## config.mk

```make
export PLATFORM = sky130hd
export DESIGN_NAME = block_time_check_and_difficulty_core
export DESIGN_NICKNAME = d
export VERILOG_FILES = /design/src/rtl/btcd_pkg.sv /design/src/rtl/btcd_alu.sv /design/src/rtl/btcd_ring.sv /design/src/rtl/btcd_core.sv /design/src/rtl/block_time_check_and_difficulty_core.sv
export SDC_FILE = /design/constraint.sdc
export NUM_CORES = 2
export LEC_CHECK = 0
export ABC_AREA = 0
export BUFFER_PORTS_ARGS = -buffer_cell sky130_fd_sc_hd__buf_2
export CORE_MARGIN = 10
export CORE_UTILIZATION = 63
export CTS_CLUSTER_SIZE = 8
export DETAILED_ROUTE_END_ITERATION = 10
export HOLD_SLACK_MARGIN = 0.15
export PLACE_DENSITY_LB_ADDON = 0.15
export SETUP_SLACK_MARGIN = 0.4
export SYNTH_ARGS = -nofsm -noshare
export SYNTH_HDL_FRONTEND = slang
export SYNTH_HIERARCHICAL = 1
export SYNTH_SLANG_ARGS = --single-unit
```

## constraint.sdc

```tcl
create_clock -name clk -period 22.9 [get_ports clk]
set_clock_uncertainty 0.15 [all_clocks]
set_input_delay 2.29 -clock clk [delete_from_list [all_inputs] [get_ports clk]]
set_output_delay 2.29 -clock clk [all_outputs]
set_load 0.1 [all_outputs]
```

## src/rtl/btcd_pkg.sv

```systemverilog
`timescale 1ns / 1ps
// Shared types, codes and constants of the block time check and difficulty core.
package btcd_pkg;

	localparam int unsigned MEDIAN_WINDOW_DEF = 11;
	localparam int unsigned EPOCH_BLOCKS_DEF  = 1024;
	localparam int unsigned TIME_W            = 40;
	localparam int unsigned DIFF_W            = 32;
	localparam int unsigned SPACING_W         = 20;
	localparam int unsigned STEPS_W           = 8;
	localparam int unsigned CFG_IDX_W         = 3;
	localparam int unsigned CFG_DATA_W        = 32;
	localparam int unsigned ALU_W             = 64;
	localparam int unsigned QUO_W             = 36;
	localparam int unsigned DVD_W             = 79;

	localparam logic [1:0] TS_OK  = 2'd0;
	localparam logic [1:0] TS_OLD = 2'd1;
	localparam logic [1:0] TS_NEW = 2'd2;

	localparam logic OP_APPEND = 1'b0;
	localparam logic OP_QUERY  = 1'b1;

	typedef enum logic [CFG_IDX_W-1:0] {
		CFG_SPACING,
		CFG_HALF_LIFE,
		CFG_DOWN_STEPS,
		CFG_UP_STEPS,
		CFG_MIN_DIFF,
		CFG_MAX_DIFF,
		CFG_FUTURE_DRIFT,
		CFG_GENESIS
	} cfg_idx_t;

	typedef struct packed {
		logic [SPACING_W-1:0] spacing;
		logic [31:0]          half_life;
		logic [STEPS_W-1:0]   down_steps;
		logic [STEPS_W-1:0]   up_steps;
		logic [DIFF_W-1:0]    min_diff;
		logic [DIFF_W-1:0]    max_diff;
		logic [31:0]          future_drift;
		logic [DIFF_W-1:0]    genesis;
	} cfg_t;

	typedef struct packed {
		logic [TIME_W-1:0] median;
		logic [1:0]        status;
		logic [DIFF_W-1:0] difficulty;
	} res_t;

	typedef enum logic {
		ALU_ADD,
		ALU_SUB
	} alu_op_t;

	typedef struct packed {
		alu_op_t          op;
		logic [ALU_W-1:0] a;
		logic [ALU_W-1:0] b;
	} alu_req_t;

	typedef enum logic [4:0] {
		S_IDLE,
		S_UPD,
		S_MC,
		S_ML,
		S_MS,
		S_ME,
		S_SUM,
		S_CMP1,
		S_CMP2,
		S_ND0,
		S_MUL,
		S_D1,
		S_TD,
		S_ABS,
		S_DIV,
		S_UNC,
		S_DC,
		S_UC,
		S_CL1,
		S_CL2,
		S_CL3,
		S_CL4,
		S_DONE
	} state_t;

endpackage

```

## src/rtl/btcd_alu.sv

```systemverilog
`timescale 1ns / 1ps
// Shared 64-bit signed add/subtract unit with signed less-than flag.
module btcd_alu (
	input  btcd_pkg::alu_req_t           req,
	output logic [btcd_pkg::ALU_W-1:0]   sum,
	output logic                         lt
);

	logic [btcd_pkg::ALU_W:0] ea;
	logic [btcd_pkg::ALU_W:0] eb;
	logic [btcd_pkg::ALU_W:0] r;

	assign ea  = {req.a[btcd_pkg::ALU_W-1], req.a};
	assign eb  = {req.b[btcd_pkg::ALU_W-1], req.b};
	assign r   = (req.op == btcd_pkg::ALU_SUB) ? (ea - eb) : (ea + eb);
	assign sum = r[btcd_pkg::ALU_W-1:0];
	// sign of the exact difference: a < b on a subtract
	assign lt  = r[btcd_pkg::ALU_W];

endmodule

```

## src/rtl/btcd_ring.sv

```systemverilog
`timescale 1ns / 1ps
// Ring memory of recent block times, one write and one registered read port.
module btcd_ring #(
	parameter int unsigned MEDIAN_WINDOW = btcd_pkg::MEDIAN_WINDOW_DEF,
	parameter int unsigned IW            = (MEDIAN_WINDOW > 1) ? $clog2(MEDIAN_WINDOW) : 1
) (
	input  logic                        clk,
	input  logic                        we,
	input  logic [IW-1:0]               waddr,
	input  logic [btcd_pkg::TIME_W-1:0] wdata,
	input  logic [IW-1:0]               raddr,
	output logic [btcd_pkg::TIME_W-1:0] rdata_q
);

	logic [btcd_pkg::TIME_W-1:0] mem_q [MEDIAN_WINDOW];

	always_ff @(posedge clk) begin
		if (we) begin
			mem_q[waddr] <= wdata;
		end
		rdata_q <= mem_q[raddr];
	end

endmodule

```

## src/rtl/btcd_core.sv

```systemverilog
`timescale 1ns / 1ps
// Sequencer and datapath: chain state, median rank scan, ASERT step and clamps.
module btcd_core #(
	parameter int unsigned MEDIAN_WINDOW = btcd_pkg::MEDIAN_WINDOW_DEF,
	parameter int unsigned EPOCH_BLOCKS  = btcd_pkg::EPOCH_BLOCKS_DEF
) (
	input  logic                        clk,
	input  logic                        arst_n,
	input  btcd_pkg::cfg_t              cfg,
	input  logic                        in_valid,
	output logic                        in_ready,
	input  logic                        in_op,
	input  logic [btcd_pkg::TIME_W-1:0] in_bt,
	input  logic [btcd_pkg::DIFF_W-1:0] in_bd,
	input  logic [btcd_pkg::TIME_W-1:0] in_now,
	input  logic                        res_take,
	output logic                        res_valid,
	output btcd_pkg::res_t              res
);

	localparam int unsigned W  = MEDIAN_WINDOW;
	localparam int unsigned IW = (W > 1) ? $clog2(W) : 1;
	localparam int unsigned NW = $clog2(W + 1);
	localparam int unsigned AW = $clog2(2 * W);
	localparam int unsigned EW = (EPOCH_BLOCKS > 1) ? $clog2(EPOCH_BLOCKS) : 1;
	localparam int unsigned TW = btcd_pkg::TIME_W;
	localparam int unsigned DW = btcd_pkg::DIFF_W;
	localparam int unsigned XW = btcd_pkg::ALU_W;
	localparam int unsigned QW = btcd_pkg::QUO_W;
	localparam int unsigned VW = btcd_pkg::DVD_W;

	btcd_pkg::state_t state_q, state_d;

	logic          op_q;
	logic [TW-1:0] bt_q, now_q;
	logic [DW-1:0] bd_q;

	logic [IW-1:0] ptr_q;
	logic [TW-1:0] count_q;
	logic [EW-1:0] epc_q;
	logic [TW-1:0] last_t_q, anc_t_q, anc_i_q;
	logic [DW-1:0] last_d_q, anc_d_q;

	logic [IW-1:0] i_q, j_q;
	logic [NW-1:0] cnt_q;
	logic [TW-1:0] cand_q, med_q;
	logic [1:0]    stat_q;
	logic [XW-1:0] sum_q, acc_q, td_q, unc_q, dc_q, r_q;
	logic [TW-1:0] nn_q;
	logic [4:0]    k_q;
	logic          neg_q, sat_q;
	logic [VW-1:0] dvd_q;
	logic [31:0]   rem_q;
	logic [QW-1:0] quo_q;
	logic [6:0]    dk_q;

	btcd_pkg::alu_req_t alu_req;
	logic [XW-1:0]      alu_sum;
	logic               alu_lt;

	logic          ring_we;
	logic [IW-1:0] ring_raddr;
	logic [TW-1:0] ring_rdata;

	logic [NW-1:0] nwin;
	logic          live_j, live_i;
	logic [DW-1:0] adiff;
	logic [QW-1:0] adj_mag;
	logic [32:0]   div_t;

	btcd_alu u_alu (
		.req (alu_req),
		.sum (alu_sum),
		.lt  (alu_lt)
	);

	btcd_ring #(
		.MEDIAN_WINDOW (W),
		.IW            (IW)
	) u_ring (
		.clk     (clk),
		.we      (ring_we),
		.waddr   (ptr_q),
		.wdata   (bt_q),
		.raddr   (ring_raddr),
		.rdata_q (ring_rdata)
	);

	// an entry is live when its age behind the write pointer is below the fill
	function automatic logic is_live(input logic [IW-1:0] idx, input logic [IW-1:0] ptr,
			input logic [NW-1:0] n);
		logic [AW-1:0] age;
		age = AW'(ptr) + AW'(W - 1) - AW'(idx);
		if (age >= AW'(W)) begin
			age = age - AW'(W);
		end
		return (AW'(n) > age);
	endfunction

	assign nwin    = (count_q < TW'(W)) ? count_q[NW-1:0] : NW'(W);
	assign live_j  = is_live(j_q, ptr_q, nwin);
	assign live_i  = is_live(i_q, ptr_q, nwin);
	assign adiff   = (anc_d_q != '0) ? anc_d_q : last_d_q;
	assign adj_mag = (sat_q || quo_q[QW-1]) ? {1'b1, {(QW-1){1'b0}}} : quo_q;
	assign div_t   = {rem_q, dvd_q[VW-1]};

	assign in_ready  = (state_q == btcd_pkg::S_IDLE);
	assign res_valid = (state_q == btcd_pkg::S_DONE);
	assign res.median     = med_q;
	assign res.status     = stat_q;
	assign res.difficulty = r_q[DW-1:0];
	assign ring_we = (state_q == btcd_pkg::S_UPD) && (op_q == btcd_pkg::OP_APPEND);

	// next state
	always_comb begin
		state_d = state_q;
		case (state_q)
			btcd_pkg::S_IDLE: if (in_valid) state_d = btcd_pkg::S_UPD;
			btcd_pkg::S_UPD:  state_d = btcd_pkg::S_MC;
			btcd_pkg::S_MC:   state_d = (count_q == '0) ? btcd_pkg::S_SUM : btcd_pkg::S_ML;
			btcd_pkg::S_ML:   state_d = btcd_pkg::S_MS;
			btcd_pkg::S_MS:   if (j_q == IW'(W - 1)) state_d = btcd_pkg::S_ME;
			btcd_pkg::S_ME: begin
				if (live_i && (cnt_q == (nwin >> 1))) state_d = btcd_pkg::S_SUM;
				else state_d = btcd_pkg::S_MC;
			end
			btcd_pkg::S_SUM: begin
				state_d = (op_q == btcd_pkg::OP_QUERY) ? btcd_pkg::S_CMP1 : btcd_pkg::S_ND0;
			end
			btcd_pkg::S_CMP1: begin
				if ((count_q != '0) && !alu_lt) state_d = btcd_pkg::S_ND0;
				else state_d = btcd_pkg::S_CMP2;
			end
			btcd_pkg::S_CMP2: state_d = btcd_pkg::S_ND0;
			btcd_pkg::S_ND0:  state_d = (count_q == '0) ? btcd_pkg::S_DONE : btcd_pkg::S_MUL;
			btcd_pkg::S_MUL:  if (k_q == '0) state_d = btcd_pkg::S_D1;
			btcd_pkg::S_D1:   state_d = btcd_pkg::S_TD;
			btcd_pkg::S_TD:   state_d = btcd_pkg::S_ABS;
			btcd_pkg::S_ABS:  state_d = btcd_pkg::S_DIV;
			btcd_pkg::S_DIV:  if (dk_q == '0) state_d = btcd_pkg::S_UNC;
			btcd_pkg::S_UNC:  state_d = btcd_pkg::S_DC;
			btcd_pkg::S_DC:   state_d = btcd_pkg::S_UC;
			btcd_pkg::S_UC:   state_d = btcd_pkg::S_CL1;
			btcd_pkg::S_CL1:  state_d = btcd_pkg::S_CL2;
			btcd_pkg::S_CL2:  state_d = btcd_pkg::S_CL3;
			btcd_pkg::S_CL3:  state_d = btcd_pkg::S_CL4;
			btcd_pkg::S_CL4:  state_d = btcd_pkg::S_DONE;
			btcd_pkg::S_DONE: if (res_take) state_d = btcd_pkg::S_IDLE;
			default:          state_d = btcd_pkg::S_IDLE;
		endcase
	end

	// operand select for the shared unit and the ring read address
	always_comb begin
		alu_req.op = btcd_pkg::ALU_ADD;
		alu_req.a  = '0;
		alu_req.b  = '0;
		ring_raddr = i_q;
		case (state_q)
			btcd_pkg::S_UPD: begin
				alu_req.a = XW'(count_q);
				alu_req.b = XW'(1);
			end
			btcd_pkg::S_MC: ring_raddr = i_q;
			btcd_pkg::S_ML: ring_raddr = '0;
			btcd_pkg::S_MS: begin
				ring_raddr = (j_q == IW'(W - 1)) ? '0 : (j_q + IW'(1));
				alu_req.op = btcd_pkg::ALU_SUB;
				alu_req.a  = XW'(ring_rdata);
				alu_req.b  = XW'(cand_q);
			end
			btcd_pkg::S_SUM: begin
				alu_req.a = XW'(now_q);
				alu_req.b = XW'(cfg.future_drift);
			end
			btcd_pkg::S_CMP1: begin
				alu_req.op = btcd_pkg::ALU_SUB;
				alu_req.a  = XW'(med_q);
				alu_req.b  = XW'(bt_q);
			end
			btcd_pkg::S_CMP2: begin
				alu_req.op = btcd_pkg::ALU_SUB;
				alu_req.a  = sum_q;
				alu_req.b  = XW'(bt_q);
			end
			btcd_pkg::S_ND0: begin
				// count + ~anchor = count - 1 - anchor, modulo 2^40
				alu_req.a = XW'(count_q);
				alu_req.b = XW'(~anc_i_q);
			end
			btcd_pkg::S_MUL: begin
				alu_req.a = {acc_q[XW-2:0], 1'b0};
				alu_req.b = cfg.spacing[k_q] ? XW'(nn_q) : '0;
			end
			btcd_pkg::S_D1: begin
				alu_req.op = btcd_pkg::ALU_SUB;
				alu_req.a  = XW'(last_t_q);
				alu_req.b  = XW'(anc_t_q);
			end
			btcd_pkg::S_TD: begin
				alu_req.op = btcd_pkg::ALU_SUB;
				alu_req.a  = td_q;
				alu_req.b  = acc_q;
			end
			btcd_pkg::S_ABS: begin
				alu_req.op = btcd_pkg::ALU_SUB;
				alu_req.b  = td_q;
			end
			btcd_pkg::S_DIV: begin
				alu_req.op = btcd_pkg::ALU_SUB;
				alu_req.a  = XW'(div_t);
				alu_req.b  = XW'(cfg.half_life);
			end
			btcd_pkg::S_UNC: begin
				alu_req.op = neg_q ? btcd_pkg::ALU_ADD : btcd_pkg::ALU_SUB;
				alu_req.a  = XW'(adiff);
				alu_req.b  = XW'(adj_mag);
			end
			btcd_pkg::S_DC: begin
				alu_req.op = btcd_pkg::ALU_SUB;
				alu_req.a  = XW'(last_d_q);
				alu_req.b  = XW'({cfg.down_steps, 16'b0});
			end
			btcd_pkg::S_UC: begin
				alu_req.a = XW'(last_d_q);
				alu_req.b = XW'({cfg.up_steps, 16'b0});
			end
			btcd_pkg::S_CL1: begin
				alu_req.op = btcd_pkg::ALU_SUB;
				alu_req.a  = unc_q;
				alu_req.b  = r_q;
			end
			btcd_pkg::S_CL2: begin
				alu_req.op = btcd_pkg::ALU_SUB;
				alu_req.a  = r_q;
				alu_req.b  = dc_q;
			end
			btcd_pkg::S_CL3: begin
				alu_req.op = btcd_pkg::ALU_SUB;
				alu_req.a  = XW'(cfg.max_diff);
				alu_req.b  = r_q;
			end
			btcd_pkg::S_CL4: begin
				alu_req.op = btcd_pkg::ALU_SUB;
				alu_req.a  = r_q;
				alu_req.b  = XW'(cfg.min_diff);
			end
			default: ring_raddr = i_q;
		endcase
	end

	// control and chain state
	always_ff @(posedge clk or negedge arst_n) begin
		if (!arst_n) begin
			state_q  <= btcd_pkg::S_IDLE;
			ptr_q    <= '0;
			count_q  <= '0;
			epc_q    <= '0;
			last_t_q <= '0;
			last_d_q <= '0;
			anc_t_q  <= '0;
			anc_d_q  <= '0;
			anc_i_q  <= '0;
		end else begin
			state_q <= state_d;
			if ((state_q == btcd_pkg::S_UPD) && (op_q == btcd_pkg::OP_APPEND)) begin
				ptr_q <= (ptr_q == IW'(W - 1)) ? '0 : (ptr_q + IW'(1));
				if ((count_q == '0) || (epc_q == EW'(EPOCH_BLOCKS - 1))) begin
					anc_t_q <= bt_q;
					anc_d_q <= bd_q;
					anc_i_q <= count_q;
				end
				last_t_q <= bt_q;
				last_d_q <= bd_q;
				count_q  <= alu_sum[TW-1:0];
				// restart the epoch phase at its end and when the count wraps
				if ((epc_q == EW'(EPOCH_BLOCKS - 1)) || (count_q == {TW{1'b1}})) begin
					epc_q <= '0;
				end else begin
					epc_q <= epc_q + EW'(1);
				end
			end
		end
	end

	// working registers
	always_ff @(posedge clk) begin
		case (state_q)
			btcd_pkg::S_IDLE: begin
				op_q  <= in_op;
				bt_q  <= in_bt;
				bd_q  <= in_bd;
				now_q <= in_now;
			end
			btcd_pkg::S_UPD: i_q <= '0;
			btcd_pkg::S_MC: if (count_q == '0) med_q <= '0;
			btcd_pkg::S_ML: begin
				cand_q <= ring_rdata;
				j_q    <= '0;
				cnt_q  <= '0;
			end
			btcd_pkg::S_MS: begin
				// stable rank: smaller, or equal at a lower slot
				if (live_j && (alu_lt || ((ring_rdata == cand_q) && (j_q < i_q)))) begin
					cnt_q <= cnt_q + NW'(1);
				end
				if (j_q != IW'(W - 1)) j_q <= j_q + IW'(1);
			end
			btcd_pkg::S_ME: begin
				if (live_i && (cnt_q == (nwin >> 1))) med_q <= cand_q;
				else i_q <= i_q + IW'(1);
			end
			btcd_pkg::S_SUM: begin
				sum_q  <= alu_sum;
				stat_q <= btcd_pkg::TS_OK;
			end
			btcd_pkg::S_CMP1: if ((count_q != '0) && !alu_lt) stat_q <= btcd_pkg::TS_OLD;
			btcd_pkg::S_CMP2: stat_q <= alu_lt ? btcd_pkg::TS_NEW : btcd_pkg::TS_OK;
			btcd_pkg::S_ND0: begin
				nn_q  <= alu_sum[TW-1:0];
				acc_q <= '0;
				k_q   <= 5'(btcd_pkg::SPACING_W - 1);
				r_q   <= XW'(cfg.genesis);
			end
			btcd_pkg::S_MUL: begin
				acc_q <= alu_sum;
				if (k_q != '0) k_q <= k_q - 5'd1;
			end
			btcd_pkg::S_D1: td_q <= alu_sum;
			btcd_pkg::S_TD: td_q <= alu_sum;
			btcd_pkg::S_ABS: begin
				neg_q <= td_q[XW-1];
				dvd_q <= td_q[XW-1] ? {alu_sum[XW-2:0], 16'b0} : {td_q[XW-2:0], 16'b0};
				rem_q <= '0;
				quo_q <= '0;
				sat_q <= 1'b0;
				dk_q  <= 7'(VW - 1);
			end
			btcd_pkg::S_DIV: begin
				// restoring step: one quotient bit per cycle
				rem_q <= alu_lt ? div_t[31:0] : alu_sum[31:0];
				quo_q <= {quo_q[QW-2:0], !alu_lt};
				sat_q <= sat_q | quo_q[QW-1];
				dvd_q <= {dvd_q[VW-2:0], 1'b0};
				if (dk_q != '0) dk_q <= dk_q - 7'd1;
			end
			btcd_pkg::S_UNC: unc_q <= alu_sum;
			btcd_pkg::S_DC:  dc_q  <= alu_sum;
			btcd_pkg::S_UC:  r_q   <= alu_sum;
			btcd_pkg::S_CL1: if (alu_lt) r_q <= unc_q;
			btcd_pkg::S_CL2: if (alu_lt) r_q <= dc_q;
			btcd_pkg::S_CL3: if (alu_lt) r_q <= XW'(cfg.max_diff);
			btcd_pkg::S_CL4: if (alu_lt) r_q <= XW'(cfg.min_diff);
			default: op_q <= op_q;
		endcase
	end

endmodule

```

## src/rtl/block_time_check_and_difficulty_core.sv

```systemverilog
`timescale 1ns / 1ps
// Top level: configuration registers, result register and the sequenced core.
//
//  channel  signals                        word
//  s        s_tvalid s_tready s_tdata/user append or query item
//  m        m_tvalid m_tready m_tdata      median, status, next difficulty
//  cfg      cfg_we cfg_index cfg_data      register write, no read-back
//
// The time an item takes is set by the rank scan through the single ring read
// port, which tries 1..W median candidates (W = MEDIAN_WINDOW), and by the
// 79-step divider in the shared add/subtract unit.
// An empty chain skips the ASERT step and the divider.
// Reset is asynchronous; no clearing pass is needed.
// s_tready is high while the sequencer is idle; a result held on m waits in
// its own register and does not block the next item.
module block_time_check_and_difficulty_core #(
	parameter int unsigned MEDIAN_WINDOW = btcd_pkg::MEDIAN_WINDOW_DEF,
	parameter int unsigned EPOCH_BLOCKS  = btcd_pkg::EPOCH_BLOCKS_DEF
) (
	input  logic                                clk,
	input  logic                                arst_n,
	input  logic                                s_tvalid,
	output logic                                s_tready,
	// block_time[39:0], block_difficulty[71:40], now_time[111:72]
	input  logic [111:0]                        s_tdata,
	// operation[0]
	input  logic [0:0]                          s_tuser,
	output logic                                m_tvalid,
	input  logic                                m_tready,
	// median_time[39:0], time_status[41:40], next_difficulty[73:42], zero pad
	output logic [79:0]                         m_tdata,
	input  logic                                cfg_we,
	input  logic [btcd_pkg::CFG_IDX_W-1:0]      cfg_index,
	input  logic [btcd_pkg::CFG_DATA_W-1:0]     cfg_data
);

	btcd_pkg::cfg_t cfg_q;
	btcd_pkg::res_t core_res, out_q;
	logic           out_v_q;
	logic           res_valid;
	logic           res_take;

	assign res_take = !out_v_q || m_tready;

	always_ff @(posedge clk or negedge arst_n) begin
		if (!arst_n) begin
			cfg_q.spacing      <= btcd_pkg::SPACING_W'(600);
			cfg_q.half_life    <= 32'd172800;
			cfg_q.down_steps   <= btcd_pkg::STEPS_W'(1);
			cfg_q.up_steps     <= btcd_pkg::STEPS_W'(1);
			cfg_q.min_diff     <= '0;
			cfg_q.max_diff     <= '1;
			cfg_q.future_drift <= 32'd7200;
			cfg_q.genesis      <= btcd_pkg::DIFF_W'(65536);
		end else if (cfg_we) begin
			case (btcd_pkg::cfg_idx_t'(cfg_index))
				btcd_pkg::CFG_SPACING:
					cfg_q.spacing <= cfg_data[btcd_pkg::SPACING_W-1:0];
				btcd_pkg::CFG_HALF_LIFE:    cfg_q.half_life    <= cfg_data;
				btcd_pkg::CFG_DOWN_STEPS:   cfg_q.down_steps   <= cfg_data[btcd_pkg::STEPS_W-1:0];
				btcd_pkg::CFG_UP_STEPS:     cfg_q.up_steps     <= cfg_data[btcd_pkg::STEPS_W-1:0];
				btcd_pkg::CFG_MIN_DIFF:     cfg_q.min_diff     <= cfg_data;
				btcd_pkg::CFG_MAX_DIFF:     cfg_q.max_diff     <= cfg_data;
				btcd_pkg::CFG_FUTURE_DRIFT: cfg_q.future_drift <= cfg_data;
				btcd_pkg::CFG_GENESIS:      cfg_q.genesis      <= cfg_data;
				default:                    cfg_q <= cfg_q;
			endcase
		end
	end

	btcd_core #(
		.MEDIAN_WINDOW (MEDIAN_WINDOW),
		.EPOCH_BLOCKS  (EPOCH_BLOCKS)
	) u_core (
		.clk       (clk),
		.arst_n    (arst_n),
		.cfg       (cfg_q),
		.in_valid  (s_tvalid),
		.in_ready  (s_tready),
		.in_op     (s_tuser[0]),
		.in_bt     (s_tdata[39:0]),
		.in_bd     (s_tdata[71:40]),
		.in_now    (s_tdata[111:72]),
		.res_take  (res_take),
		.res_valid (res_valid),
		.res       (core_res)
	);

	// hold the result word until the sink takes it
	always_ff @(posedge clk or negedge arst_n) begin
		if (!arst_n) begin
			out_v_q <= 1'b0;
		end else if (res_take) begin
			out_v_q <= res_valid;
		end
	end

	always_ff @(posedge clk) begin
		if (res_take && res_valid) begin
			out_q <= core_res;
		end
	end

	assign m_tvalid = out_v_q;
	assign m_tdata  = {6'b0, out_q.difficulty, out_q.status, out_q.median};

endmodule

```

==> impl_metrics.py <==
metrics = {
    "synthesis": {
        "ys_warn_count": 6,
        "avgSynthCellArea_um2": 13.4,
        "synth_cell_types": 100,
        "synthCells": 5957,
        "synth-edff-count": 1290,
        "netlist_area_um2": 79600,
        "async_reset_ff_share_pct": 24.9,
        "ys_seq_elements": 1770,
        "yosysSeqAreaShare_pct": 63.5,
        "synth_flop_cell": "edfxtp_1",
    },
    "grt": {
        "first_global_vias": 55509,
        "antenna_found_initial": 19,
        "grt_max_degree": 85,
        "grt_use_total_pct": 38.1,
        "grt_pass1_wl_um": 392000,
        "overflow": 0,
    },
    "power_and_ir_drop": {
        "power.density_nw_per_um2": 181,
        "leakage_uw": 0.0343,
        "p_seq_share_pct": 32.9,
        "switchingPower_uw": 7140,
        "peakVddDrop_mv": 0.260,
        "p_int_uw": 9050,
        "netSwitchingFraction_pct": 44.1,
        "pwr-share-comb_pct": 46.5,
        "clock_power_share_pct": 20.6,
    },
    "critical_path": {
        "critPathMaxFanout": 44,
        "cp-end-kind": "flip-flop",
        "critical_path_class": "flip-flop to flip-flop",
        "worst_ep_arrival_time_ns": 11.27,
        "required_ns": 23.18,
        "start_kind": "flip-flop",
    },
    "placed_design": {
        "hpwl_um": 180000,
        "place_ws_ns": 12.34,
        "place_area_um2": 82200,
        "place_inst": 7566,
        "io_buffers": 228,
        "gp_congestion": 0.989,
    },
    "sta": {
        "finalHoldViolations": 0,
        "relSlewSlack_pct": 3.81,
        "worst_pin_slew_ns": 1.41,
        "fmax_mhz": 91.0,
        "period_share_pct": 48.0,
        "fin_crit_ns": 10.99,
        "setup_slack_ns": 11.91,
        "final.setup.tns_ns": 0,
        "setup_violations": 0,
        "drv_slew": 0,
        "rsz0062_at_grt": "false",
    },
    "route": {
        "drc_errors": 0,
        "initialDrtViolationCount": 8803,
        "via_count": 56363,
        "wire_per_inst_um": 34.1,
        "firstDrtPassIters": 8,
        "wl_um": 273000,
        "viasPerCell": 7.03,
        "drtAntennaViolNets": 0,
    },
    "finish": {
        "fillers": 8477,
        "multi_input_area_um2": 26800,
        "seq_area_um2": 50600,
        "syn2layout_area_growth_pct": 12.1,
        "fin_area_um2": 89300,
        "finalNonFillerCells": 8012,
        "utilization_pct": 71.1,
        "drive_gt1_share_pct": 19.0,
        "final_nets": 6409,
    },
    "floorplan": {
        "coreArea_um2": 126000,
        "start_util_pct": 63.4,
        "rows": 130,
        "die_area_um2": 141000,
        "num_io_pins": 235,
        "die_y_um": 376,
        "die_w_um": 376,
    },
    "clock_network": {
        "ctsHtreeMaxLevel": 4,
        "clk_pin_slew_ns": 0.06,
        "cts_root_buf": "clkbuf_16",
        "post_cts_buffers": 0,
        "cts_tree": "yes",
        "cts_buffers": 239,
        "cts_hold_buffers": 0,
        "cts_resized": 0,
        "clockBufferDepth": 3,
        "insertion_delay_ns": 0.86,
        "cts.sinks": 1770,
    },
    "min_path": {
        "min_path_type": "flip-flop to flip-flop",
    },
    "run_status": {
        "status": "finished clean",
    },
    "flow_run": {
        "max_cap_viol_count": 0,
    },
}
## cell usage after synthesis (8+ instances only)
library cell	n	area [µm²]
o31ai_1	50	375
a222oi_1	159	1590
buf_12	14	280
a211oi_1	26	195
buf_2	89	445
buf_6	16	180
o211ai_1	49	368
nor2b_1	18	113
nand4_1	90	563
mux2_4	119	1790
xor2_1	48	420
o22ai_1	45	282
nor3_1	41	205
o21ai_0	169	846
ha_1	95	1190
o21a_1	11	82.6
dfrtp_1	392	9810
nor2_1	244	916
nand3_1	88	440
nand2b_1	55	344
nand2_1	669	2510
clkbuf_1	222	833
xnor2_1	147	1290
a2111oi_0	21	184
a21boi_0	17	128
and2_1	23	144
and3_1	172	1080
dfstp_2	48	1260
a22oi_1	258	1940
mux2_2	302	3400
inv_1	93	349
a21oi_1	195	976
a21o_1	39	293
edfxtp_1	1290	38700
a211o_1	15	131
a221oi_1	19	166
a22o_1	76	666
nor4_1	33	206
a31oi_1	53	332
mux2i_1	183	1830
dfxtp_1	40	801
buf_1	27	101
buf_4	53	398
mux2_1	8	90.1
o21bai_1	13	97.6
## worst paths after layout
| path | slack (ns) | startpoint | cells after the start | endpoint |
|---|---|---|---|---|
| max in group asynchronous | 18.97 | arst_n | 3 | cfg_q[34] |
| hold / removal | 0.29 | u_core/bd_q[20] | 2 | u_core/last_d_q[20] |
| setup / recovery | 11.91 | u_core/state_q[3] | 26 | u_core/r_q[8] |
| hold reg to reg | 0.29 | u_core/bd_q[20] | 2 | u_core/last_d_q[20] |
| min in group asynchronous | 1.25 | arst_n | 1 | cfg_q[191] |
| setup reg to reg | 11.91 | u_core/state_q[3] | 26 | u_core/r_q[8] |
## layout by cell type (no fill, tap or decap), types with 76 or more instances in the layout
| cell | netlist | final |
|---|---|---|
| a21oi_1 | 195 | 194 |
| a222oi_1 | 159 | 159 |
| a22o_1 | 76 | 76 |
| a22oi_1 | 258 | 258 |
| and3_1 | 172 | 171 |
| buf_2 | 89 | 227 |
| buf_4 | 53 | 149 |
| clkbuf_1 | 222 | 185 |
| clkbuf_16 | 0 | 239 |
| dfrtp_1 | 392 | 392 |
| edfxtp_1 | 1290 | 1290 |
| ha_1 | 95 | 95 |
| inv_1 | 93 | 90 |
| mux2_2 | 302 | 302 |
| mux2_4 | 119 | 119 |
| mux2i_1 | 183 | 183 |
| nand2_1 | 669 | 664 |
| nand3_1 | 88 | 88 |
| nand4_1 | 90 | 90 |
| nor2_1 | 244 | 227 |
| o21ai_0 | 169 | 165 |
| xnor2_1 | 147 | 145 |
## power groups by stage
stage | clock (µW) | sequential [µW] | combinational [µW]
after floorplan | 0 | 5110 | 4370
after global placement | 0 | 5340 | 7190
after detailed placement | 0 | 5350 | 7260
after CTS | 3350 | 5300 | 7310
after global routing | 3500 | 5340 | 7910
final | 3330 | 5330 | 7540
## cells by family (layout without fill, tap and decap cells)
logic type                 after synthesis  count (layout)  synth area share [%]
AOI/OAI and AO/OA                     1255            1255                  11.3
DFF                                   1770            1770                  63.5
buffers and inverters                  518             913                  3.30
xor gates and xnor gates               196             196                  2.16
other                                    1              11               0.00471
adders and majority gates               98              98                  1.57
and+or+nand+nor                       1502            1502                  9.02
muxes                                  617             617                  9.07
## critical path, stage by stage, from the launching register on
cell and delay (ns):
dfrtp_1 0.77, nor2b_4 0.96, buf_4 0.50, and2_2 0.69
and3_2 1.08, a211o_1 0.33, nor3_1 0.09, and3_1 0.28
and3b_1 0.34, and2_4 0.21, a21oi_1 0.15, xnor2_1 0.09
ha_1 0.45, nand2_1 0.12, nor3_1 0.60, nand4_1 0.22
nor4b_1 0.39, a211oi_1 0.22, nand3b_1 0.28, o21bai_1 0.37
a21oi_1 0.18, nor4b_1 0.19, nor4_2 0.25, buf_4 0.16
o21ai_0 0.13, nand2_4 0.40, buf_4 0.78
## sequential cells by signal, summed over array words and instances, names as in the netlist, 36 cells and up
register / cells
u_core/last_t_q: 40
u_core/now_q: 40
u_core/med_q: 40
u_core/cand_q: 40
u_core/sum_q: 64
u_core/u_ring/mem_q: 440
u_core/bt_q: 40
u_core/quo_q: 36
u_core/nn_q: 40
cfg_q: 196
m_tdata: 74
u_core/acc_q: 64
u_core/count_q: 40
u_core/u_ring/rdata_q: 40
u_core/unc_q: 64
u_core/dc_q: 64
u_core/anc_t_q: 40
u_core/td_q: 64
u_core/r_q: 64
u_core/anc_i_q: 40
u_core/dvd_q: 63
## stage by stage
| stage | hold slack [ns] | total power [µW] |
|---|---|---|
| after floorplan | 0.250 | 9470 |
| after global placement | 0.286 | 12500 |
| after detailed placement | 0.289 | 12600 |
| after CTS | 0.290 | 16000 |
| after global routing | 0.296 | 16700 |
| final | 0.287 | 16200 |
## metal layers
layer / share of wire [%] / global-route usage (%) / vias up
met5: 0.060 / 0.480 / -
met4: 7.7 / 24.1 / 12
met3: 11 / 9.76 / 929
met2: 45 / 58.4 / 4235
met1: 36 / 48.3 / 27927
li1: - / - / 23260
## cell type report
type | count | area share, %
multi-input combinational | 3674 | 30.1
timing repair buffer | 379 | 2.57
tap | 1650 | 2.31
inverter | 94 | 0.399
clock buffer | 425 | 7.49
sequential | 1770 | 56.7
antenna | 5 | 0.0140
clock inverter | 15 | 0.456
Power figures use the tool's default switching activity.
